**src/hdl/vss_pkg.sv**
```systemverilog
`default_nettype none

package vss_pkg;

    // vent motion phase codes
    localparam logic [1:0] PH_STOP  = 2'd0;
    localparam logic [1:0] PH_OPEN  = 2'd1;
    localparam logic [1:0] PH_CLOSE = 2'd2;

    // vent indexes
    localparam logic [1:0] VENT_LEFT   = 2'd0;
    localparam logic [1:0] VENT_RIGHT  = 2'd1;
    localparam logic [1:0] VENT_INTAKE = 2'd2;
    localparam int unsigned NUM_VENTS  = 3;

    // sequence steps
    localparam logic [3:0] STEP_IDLE         = 4'd0;
    localparam logic [3:0] STEP_OPEN_LEFT    = 4'd1;
    localparam logic [3:0] STEP_OPEN_RIGHT   = 4'd2;
    localparam logic [3:0] STEP_OPEN_INTAKE  = 4'd3;
    localparam logic [3:0] STEP_FAN_RUN      = 4'd4;
    localparam logic [3:0] STEP_FAN_STOP     = 4'd5;
    localparam logic [3:0] STEP_CLOSE_INTAKE = 4'd6;
    localparam logic [3:0] STEP_CLOSE_RIGHT  = 4'd7;
    localparam logic [3:0] STEP_CLOSE_LEFT   = 4'd8;
    localparam logic [3:0] STEP_CLOSED_WAIT  = 4'd9;

    // input item kinds
    localparam logic CMD_SAMPLE     = 1'b0;
    localparam logic CMD_POWER_FAIL = 1'b1;

    // register indexes
    localparam logic [2:0] CFG_SETPOINT      = 3'd0;
    localparam logic [2:0] CFG_INSIDE_DELTA  = 3'd1;
    localparam logic [2:0] CFG_OUTSIDE_DELTA = 3'd2;
    localparam logic [2:0] CFG_FROST_LIMIT   = 3'd3;
    localparam logic [2:0] CFG_FROST_DELTA   = 3'd4;
    localparam logic [2:0] CFG_TRAVEL_TIME   = 3'd5;
    localparam logic [2:0] CFG_AUTO_MODE     = 3'd6;

    localparam int unsigned CFG_DATA_W = 20;
    localparam int unsigned IN_DATA_W  = 56;
    localparam int unsigned OUT_DATA_W = 16;

    typedef struct packed {
        logic signed [11:0] setpoint;
        logic        [9:0]  inside_delta;
        logic        [9:0]  outside_delta;
        logic signed [11:0] frost_limit;
        logic        [9:0]  frost_delta;
        logic        [19:0] travel_ms;
        logic               auto_mode;
    } t_vss_cfg;

    typedef struct packed {
        logic [3:0]       step;
        logic             power;
        logic             fan;
        logic [2:0][1:0]  phase;
        logic [2:0][31:0] start_ms;
    } t_vss_state;

endpackage

`default_nettype wire

```
**src/hdl/vss_step_logic.sv**
```systemverilog
`default_nettype none

module vss_step_logic (
    input  wire vss_pkg::t_vss_cfg   i_cfg,
    input  wire vss_pkg::t_vss_state i_state,
    input  wire logic                i_cmd,
    input  wire logic signed [11:0]  i_outside_temp,
    input  wire logic signed [11:0]  i_inside_temp,
    input  wire logic [31:0]         i_now_ms,
    output vss_pkg::t_vss_state      o_state
);
    import vss_pkg::*;

    logic signed [13:0] w_set;
    logic signed [13:0] w_frost;
    logic signed [13:0] w_out;
    logic signed [13:0] w_in_hi;
    logic signed [13:0] w_in_lo;
    logic signed [13:0] w_out_hi;
    logic signed [13:0] w_frost_lo;
    logic               w_stop;
    logic               w_start;
    logic [2:0]         w_expired;
    t_vss_state         w_nxt;

    // q10.4 sums, sign extended by two bits so they stay exact
    assign w_set      = {{2{i_cfg.setpoint[11]}}, i_cfg.setpoint};
    assign w_frost    = {{2{i_cfg.frost_limit[11]}}, i_cfg.frost_limit};
    assign w_out      = {{2{i_outside_temp[11]}}, i_outside_temp};
    assign w_in_hi    = {{2{i_inside_temp[11]}}, i_inside_temp}
                      + $signed({4'd0, i_cfg.inside_delta});
    assign w_in_lo    = {{2{i_inside_temp[11]}}, i_inside_temp}
                      - $signed({4'd0, i_cfg.inside_delta});
    assign w_out_hi   = w_out + $signed({4'd0, i_cfg.outside_delta});
    assign w_frost_lo = w_frost - $signed({4'd0, i_cfg.frost_delta});

    assign w_stop  = (w_set > w_in_hi) || (w_out_hi > w_in_hi) || (w_frost_lo > w_out);
    assign w_start = (w_set < w_in_lo) && (w_frost < w_out) && (w_out_hi < w_in_lo)
                   && i_state.power;

    // a vent is touched at most once per item after a reload, so the
    // registered start times are enough for the timeout check
    always_comb begin
        for (int v = 0; v < NUM_VENTS; v++) begin
            w_expired[v] = (i_now_ms - i_state.start_ms[v]) > {12'd0, i_cfg.travel_ms};
        end
    end

    always_comb begin
        w_nxt = i_state;
        if (i_cmd == CMD_POWER_FAIL) begin
            if (w_nxt.step != STEP_IDLE) begin
                w_nxt.power = 1'b0;
                w_nxt.step  = STEP_FAN_STOP;
            end
        end else if (i_cfg.auto_mode) begin
            if (w_nxt.step == STEP_IDLE && w_start) begin
                w_nxt.step = STEP_OPEN_LEFT;
            end
            if (w_nxt.step == STEP_OPEN_LEFT) begin
                if (w_nxt.phase[VENT_LEFT] == PH_OPEN) begin
                    if (w_expired[VENT_LEFT]) begin
                        w_nxt.phase[VENT_LEFT] = PH_STOP;
                        w_nxt.step             = STEP_OPEN_RIGHT;
                    end
                    if (w_stop) begin
                        w_nxt.phase[VENT_LEFT] = PH_STOP;
                        w_nxt.step             = STEP_CLOSE_LEFT;
                    end
                end else begin
                    w_nxt.phase[VENT_LEFT]    = PH_OPEN;
                    w_nxt.start_ms[VENT_LEFT] = i_now_ms;
                end
            end
            if (w_nxt.step == STEP_OPEN_RIGHT) begin
                if (w_nxt.phase[VENT_RIGHT] == PH_OPEN) begin
                    if (w_expired[VENT_RIGHT]) begin
                        w_nxt.phase[VENT_RIGHT] = PH_STOP;
                        w_nxt.step              = STEP_OPEN_INTAKE;
                    end
                end else begin
                    w_nxt.phase[VENT_RIGHT]    = PH_OPEN;
                    w_nxt.start_ms[VENT_RIGHT] = i_now_ms;
                end
            end
            if (w_nxt.step == STEP_OPEN_INTAKE) begin
                if (w_nxt.phase[VENT_INTAKE] == PH_OPEN) begin
                    if (w_expired[VENT_INTAKE]) begin
                        w_nxt.phase[VENT_INTAKE] = PH_STOP;
                        w_nxt.step               = STEP_FAN_RUN;
                    end
                end else begin
                    w_nxt.phase[VENT_INTAKE]    = PH_OPEN;
                    w_nxt.start_ms[VENT_INTAKE] = i_now_ms;
                end
            end
            if (w_nxt.step == STEP_FAN_RUN) begin
                if (w_nxt.fan) begin
                    if (w_stop) begin
                        w_nxt.step = STEP_FAN_STOP;
                    end
                end else begin
                    w_nxt.fan = 1'b1;
                end
            end
            if (w_nxt.step == STEP_FAN_STOP) begin
                w_nxt.fan  = 1'b0;
                w_nxt.step = STEP_CLOSE_INTAKE;
            end
            if (w_nxt.step == STEP_CLOSE_INTAKE) begin
                if (w_nxt.phase[VENT_INTAKE] == PH_CLOSE) begin
                    if (w_expired[VENT_INTAKE]) begin
                        w_nxt.phase[VENT_INTAKE] = PH_STOP;
                        w_nxt.step               = STEP_CLOSE_RIGHT;
                    end
                end else begin
                    w_nxt.phase[VENT_INTAKE]    = PH_CLOSE;
                    w_nxt.start_ms[VENT_INTAKE] = i_now_ms;
                end
            end
            if (w_nxt.step == STEP_CLOSE_RIGHT) begin
                if (w_nxt.phase[VENT_RIGHT] == PH_CLOSE) begin
                    if (w_expired[VENT_RIGHT]) begin
                        w_nxt.phase[VENT_RIGHT] = PH_STOP;
                        w_nxt.step              = STEP_CLOSE_LEFT;
                    end
                end else begin
                    w_nxt.phase[VENT_RIGHT]    = PH_CLOSE;
                    w_nxt.start_ms[VENT_RIGHT] = i_now_ms;
                end
            end
            if (w_nxt.step == STEP_CLOSE_LEFT) begin
                // left may have been stopped earlier in this item, then it reloads
                if (w_nxt.phase[VENT_LEFT] == PH_CLOSE) begin
                    if (w_expired[VENT_LEFT]) begin
                        w_nxt.phase[VENT_LEFT] = PH_STOP;
                        w_nxt.step             = STEP_CLOSED_WAIT;
                    end
                end else begin
                    w_nxt.phase[VENT_LEFT]    = PH_CLOSE;
                    w_nxt.start_ms[VENT_LEFT] = i_now_ms;
                end
            end
            if (w_nxt.step == STEP_CLOSED_WAIT && w_nxt.power) begin
                w_nxt.step = STEP_IDLE;
            end
        end else begin
            // manual mode: only end motions that ran out
            for (int v = 0; v < NUM_VENTS; v++) begin
                if ((i_state.phase[v] == PH_OPEN || i_state.phase[v] == PH_CLOSE)
                        && w_expired[v]) begin
                    w_nxt.phase[v] = PH_STOP;
                end
            end
        end
    end

    assign o_state = w_nxt;

endmodule

`default_nettype wire

```
**src/hdl/ventilation_section_sequencer.sv**
```systemverilog
// ventilation section sequencer
// slave stream: one beat per sample or power-fail event; tuser is the kind
// (0 sample, 1 power failure), tdata carries outside temp, inside temp and
// the millisecond time stamp. master stream: one beat per accepted input
// beat with the fan and vent motor drives, the sequence step and power_ok.
// config: plain write port, register index on i_cfg_addr, written at any
// edge with i_cfg_we high; write only while no beat is in flight.
// output: the result beat is valid in the cycle after the input beat is taken.
// throughput: one beat per cycle while the result side does not stall; the
// whole step chain is evaluated by one combinational pass from the state
// registers into the state and result registers, with no register between.
// stall: the result register holds its beat while m_axis_tready is low and
// the input side keeps accepting as long as the result register is empty or
// is being drained in the same cycle.
// reset (synchronous, active low): config registers to documented values,
// step idle, power present, fan off, all vents stopped, no result pending.
`default_nettype none

module ventilation_section_sequencer (
    input  wire logic                              i_clk,
    input  wire logic                              i_rst_n,
    // config write port
    input  wire logic                              i_cfg_we,
    input  wire logic [2:0]                        i_cfg_addr,
    input  wire logic [vss_pkg::CFG_DATA_W-1:0]    i_cfg_data,
    // input stream
    input  wire logic                              s_axis_tvalid,
    output logic                                   s_axis_tready,
    // tdata: outside_temp[11:0], inside_temp[23:12], now_ms[55:24]
    input  wire logic [vss_pkg::IN_DATA_W-1:0]     s_axis_tdata,
    // tuser: cmd[0]
    input  wire logic                              s_axis_tuser,
    // result stream
    output logic                                   m_axis_tvalid,
    input  wire logic                              m_axis_tready,
    // tdata: fan_on[0], left_open_drive[1], left_close_drive[2],
    // right_open_drive[3], right_close_drive[4], intake_open_drive[5],
    // intake_close_drive[6], sequence_step[10:7], power_ok[11], zero[15:12]
    output logic [vss_pkg::OUT_DATA_W-1:0]         m_axis_tdata
);
    import vss_pkg::*;

    t_vss_cfg   r_cfg;
    t_vss_state r_state;
    t_vss_state n_state;
    logic       r_m_valid;
    logic [OUT_DATA_W-1:0] r_m_data;
    logic [OUT_DATA_W-1:0] n_m_data;
    logic       w_accept;

    // taking a beat whenever the result slot is free or drains this cycle
    assign s_axis_tready = !r_m_valid || m_axis_tready;
    assign w_accept      = s_axis_tvalid && s_axis_tready;

    vss_step_logic u_step (
        .i_cfg          (r_cfg),
        .i_state        (r_state),
        .i_cmd          (s_axis_tuser),
        .i_outside_temp (s_axis_tdata[11:0]),
        .i_inside_temp  (s_axis_tdata[23:12]),
        .i_now_ms       (s_axis_tdata[55:24]),
        .o_state        (n_state)
    );

    // result packing from the state after this beat
    always_comb begin
        n_m_data        = '0;
        n_m_data[0]     = n_state.fan;
        n_m_data[1]     = n_state.phase[VENT_LEFT]   == PH_OPEN;
        n_m_data[2]     = n_state.phase[VENT_LEFT]   == PH_CLOSE;
        n_m_data[3]     = n_state.phase[VENT_RIGHT]  == PH_OPEN;
        n_m_data[4]     = n_state.phase[VENT_RIGHT]  == PH_CLOSE;
        n_m_data[5]     = n_state.phase[VENT_INTAKE] == PH_OPEN;
        n_m_data[6]     = n_state.phase[VENT_INTAKE] == PH_CLOSE;
        n_m_data[10:7]  = n_state.step;
        n_m_data[11]    = n_state.power;
    end

    // config registers
    always_ff @(posedge i_clk) begin
        if (!i_rst_n) begin
            r_cfg.setpoint      <= 12'sd64;
            r_cfg.inside_delta  <= 10'd16;
            r_cfg.outside_delta <= 10'd16;
            r_cfg.frost_limit   <= 12'sd0;
            r_cfg.frost_delta   <= 10'd16;
            r_cfg.travel_ms     <= 20'd30000;
            r_cfg.auto_mode     <= 1'b1;
        end else if (i_cfg_we) begin
            unique case (i_cfg_addr)
                CFG_SETPOINT:      r_cfg.setpoint      <= i_cfg_data[11:0];
                CFG_INSIDE_DELTA:  r_cfg.inside_delta  <= i_cfg_data[9:0];
                CFG_OUTSIDE_DELTA: r_cfg.outside_delta <= i_cfg_data[9:0];
                CFG_FROST_LIMIT:   r_cfg.frost_limit   <= i_cfg_data[11:0];
                CFG_FROST_DELTA:   r_cfg.frost_delta   <= i_cfg_data[9:0];
                CFG_TRAVEL_TIME:   r_cfg.travel_ms     <= i_cfg_data[19:0];
                CFG_AUTO_MODE:     r_cfg.auto_mode     <= i_cfg_data[0];
                default: begin
                    // index past the list, write dropped
                end
            endcase
        end
    end

    // sequencer state, advanced once per accepted beat
    always_ff @(posedge i_clk) begin
        if (!i_rst_n) begin
            r_state.step     <= STEP_IDLE;
            r_state.power    <= 1'b1;
            r_state.fan      <= 1'b0;
            r_state.phase    <= {PH_STOP, PH_STOP, PH_STOP};
            r_state.start_ms <= '0;
        end else if (w_accept) begin
            r_state <= n_state;
        end
    end

    // result register
    always_ff @(posedge i_clk) begin
        if (!i_rst_n) begin
            r_m_valid <= 1'b0;
        end else if (w_accept) begin
            r_m_valid <= 1'b1;
        end else if (m_axis_tready) begin
            r_m_valid <= 1'b0;
        end
    end

    always_ff @(posedge i_clk) begin
        if (w_accept) begin
            r_m_data <= n_m_data;
        end
    end

    assign m_axis_tvalid = r_m_valid;
    assign m_axis_tdata  = r_m_data;

endmodule

`default_nettype wire

```
**config.mk**
```make
export PLATFORM = sky130hd
export DESIGN_NAME = ventilation_section_sequencer
export DESIGN_NICKNAME = d
export VERILOG_FILES = /design/src/hdl/vss_pkg.sv /design/src/hdl/vss_step_logic.sv /design/src/hdl/ventilation_section_sequencer.sv
export SDC_FILE = /design/constraint.sdc
export NUM_CORES = 1
export LEC_CHECK = 0
export BUFFER_PORTS_ARGS = -buffer_cell sky130_fd_sc_hd__buf_4
export CORE_MARGIN = 2
export CORE_UTILIZATION = 25
export DETAILED_ROUTE_END_ITERATION = 12
export SLEW_MARGIN = 30
export SYNTH_ARGS = -nofsm -noshare
export SYNTH_HDL_FRONTEND = slang
export SYNTH_SLANG_ARGS = --single-unit
export TNS_END_PERCENT = 5
```
**constraint.sdc**
```tcl
create_clock -name i_clk -period 10.82 [get_ports i_clk]
set_input_delay 3.246 -clock i_clk [delete_from_list [all_inputs] [get_ports i_clk]]
set_output_delay 3.246 -clock i_clk [all_outputs]
set_load 0.01 [all_outputs]
```
==> run metrics <==
run status=finished, final reports clean; Synth Register Bits=196; setup TNS=0 ns; drt via density=5.07; routed wire length=56,800 µm; sw power=0.715 mW; H-tree depth=4; Final #Nets=2,874; Tmin final=9.60 ns; Pwr Density=between 90 and 100 nW/µm²; Reg clk slew, reported paths=approximately 0.080 ns; crit path max fanout=32; Switching Share=0.348; total placed instance area=20,500 µm²; Finished Cell Area=21,100 µm²; final RePlAce weighted congestion=just under 0.9; unrepaired setup endpoints after global routing=no; Top Ports=about 100; Final setup viols=0; Synth area leader=dfxtp_1; initial antenna violation count=0; synth unique cells=97; Peak Freq=0.104 GHz; drt first pass iters=8; CP required=approximately 11 ns; Seq/Total Area, Yosys=0.215; Total Power=2.05 mW; Synth top area share=0.195; Final Hold Viols=0; Synth area leaders=dfxtp_1 20%, ha_1 18%, a21oi_1 7.6%; Sink Count=about 200; layout cells sized above 1=0.0751; Hold Slack=0.456 ns; Post-CTS Setup Inserts=0; max-cap viol count=0; final worst-path cycle share=0.887; largest net degree at the start of global routing=83; GRT overflow=0; GRT Util Overall=0.146; CTS tree=done; Post-CTS Resized=0; Setup Crit Path Kind=in -> reg; Via Count=around 18k; vias in the first global route=16.9k; Finished Core Util=0.283; Die X=279 µm; critical path arrival=roughly 10 ns; DRC=0; WL/cell=between 15 and 20 µm; P_leak=8.05 nW; Internal=1.34 mW; slowest CP cell=or4_1; Max VDD drop=~0.00013 V; Mean Syn Cell Area=7.61 µm²; number of enable flip-flop cells after synthesis=12; Gate power share=0.306; # rows=100; Post-CTS Hold Buffers=0; dominant synthesized flop cell=dfxtp_1; worst skew pair latency=0.48 ns; Max-slew headroom=0.372; Detail Placement HPWL=roughly 46,000 µm; Hold Path Class=reg -> reg; crit end category=flip-flop; Port-buffer cells=a little under 100; ant diodes=0; Post-Syn Instances=2,475; clock share of power=0.326; CP startpoint kind=primary input; post-route ant nets=0; Die Area=77,600 µm²; R2R setup slack=between 3 and 4 ns; final setup skew=roughly 0.016 ns; Post-synth ARST share=0; core area=74,600 µm²; Yosys warnings=0; Flop pwr share=0.367; Area Growth Syn to Fin=11.8%; chip height=279 µm; synthesized area=18,800 µm²; CTS buffer count=17; max-slew violations=0; CP peak stage delay=between 0.5 and 0.6 ns; initial cell density of the core=0.253; initial DRC count=1,496; Clock Tree Root=clkbuf_16; first-pass GRT wire length=91,300 µm; Bufs on Longest Clock Path=2; Slew @ Worst Pin=0.939 ns
-- cell families after synthesis --
logic type | synth area share
mux | 0.0402
fa+ha+maj | 0.185
xor+xnor | 0.0469
flops | 0.215
compound gates | 0.252
buf+inv | 0.0652
simple gates | 0.196
other cells | 0.000199
-- stage by stage --
stage	cells	setup WS [ns]
2_1_floorplan	2478	1.65
3_3_place_gp	3466	0.889
3_5_place_dp	3466	0.786
4_1_cts	3498	1.27
5_1_grt	3498	0.626
6_report	3498	1.22
-- per-layer routing --
metal	vias to the layer above	global-route usage	wire length (µm)
li1	8984	-	-
met1	8332	0.208	28000
met2	397	0.236	25400
met3	23	0.0225	3020
met4	0	0.0210	374
met5	-	0	0
-- worst max-delay path, delay by kind of cell --
kind | cells | cell delay [ns]
AOI/OAI and AO/OA | 13 | 3.00
xor gates and xnor gates | 1 | 0.09
adders and majority gates | 3 | 0.89
buffers and inverters | 4 | 0.76
muxes | 2 | 0.44
and+or+nand+nor | 6 | 1.50
-- power by group through the flow --
stage               registers, mW  clock network (mW)  logic [mW]
global route                0.757               0.719       0.710
detailed placement          0.772                   0       0.623
CTS                         0.755               0.685       0.627
floorplan                   0.769                   0       0.441
finish                      0.755               0.671       0.630
global placement            0.772                   0       0.619
-- cells in the mapped netlist, types with 6 or more instances --
library cell / count
a211oi_1: 22
xor2_1: 35
nor4_1: 12
dfxtp_1: 184
a31oi_1: 14
or3_1: 14
nor2b_1: 29
o31ai_1: 8
inv_1: 210
o2111ai_1: 8
o221ai_1: 8
buf_2: 16
mux2i_1: 70
edfxtp_1: 12
and2_1: 16
a21o_1: 51
nand2b_1: 23
nor2_1: 112
nor3_1: 34
o21ai_1: 12
a311oi_1: 9
clkbuf_1: 59
xnor2_1: 66
a21boi_0: 10
buf_4: 8
fa_1: 7
and3_1: 26
o211ai_1: 44
a211o_1: 8
a2111oi_0: 10
buf_6: 6
a21oi_1: 286
o21a_1: 25
o21bai_1: 24
ha_1: 266
or2_2: 10
nand3_1: 76
nand4_1: 37
o21ai_0: 119
nand2_1: 360
-- area by class of cell --
cell class                 count  area, µm²
timing repair buffer         109        818
multi-input combinational   1980      13600
clock buffer                  20        467
clock inverter                12        134
tap                          969       1210
inverter                     212        797
sequential                   196       4040
fill                        8135      53500
-- layout by cell type, fill, tap and decap left out, types with 26 or more instances in the layout --
master and n:
nand3_1 76, mux2i_1 70, xnor2_1 66, buf_4 109, nor2_1 111, nand4_1 37
a21oi_1 285, dfxtp_1 184, o211ai_1 44, o21ai_0 119, and3_1 26, xor2_1 35
inv_1 209, nor3_1 34, ha_1 266, nor2b_1 29, nand2_1 360, a21o_1 51
-- sequential cells by signal, indices dropped and copies added (netlist names) --
signal and cells:
r_cfg 75, m_axis_tvalid 1, r_state 108, m_axis_tdata 12
-- final timing paths --
| kind | to | from | cells after the start |
|---|---|---|---|
| worst max-delay path | r_state[67]$_SDFFE_PN0P_ | s_axis_tdata[24] | 29 |
| worst min-delay path | r_state[36]$_SDFFE_PN0P_ | r_state[36]$_SDFFE_PN0P_ | 2 |
| worst max register to register | r_state[67]$_SDFFE_PN0P_ | r_cfg[54]$_SDFFE_PN0P_ | 31 |
| worst min register to register | r_state[36]$_SDFFE_PN0P_ | r_state[36]$_SDFFE_PN0P_ | 2 |
No activity file was read; power rests on OpenSTA's default activity.
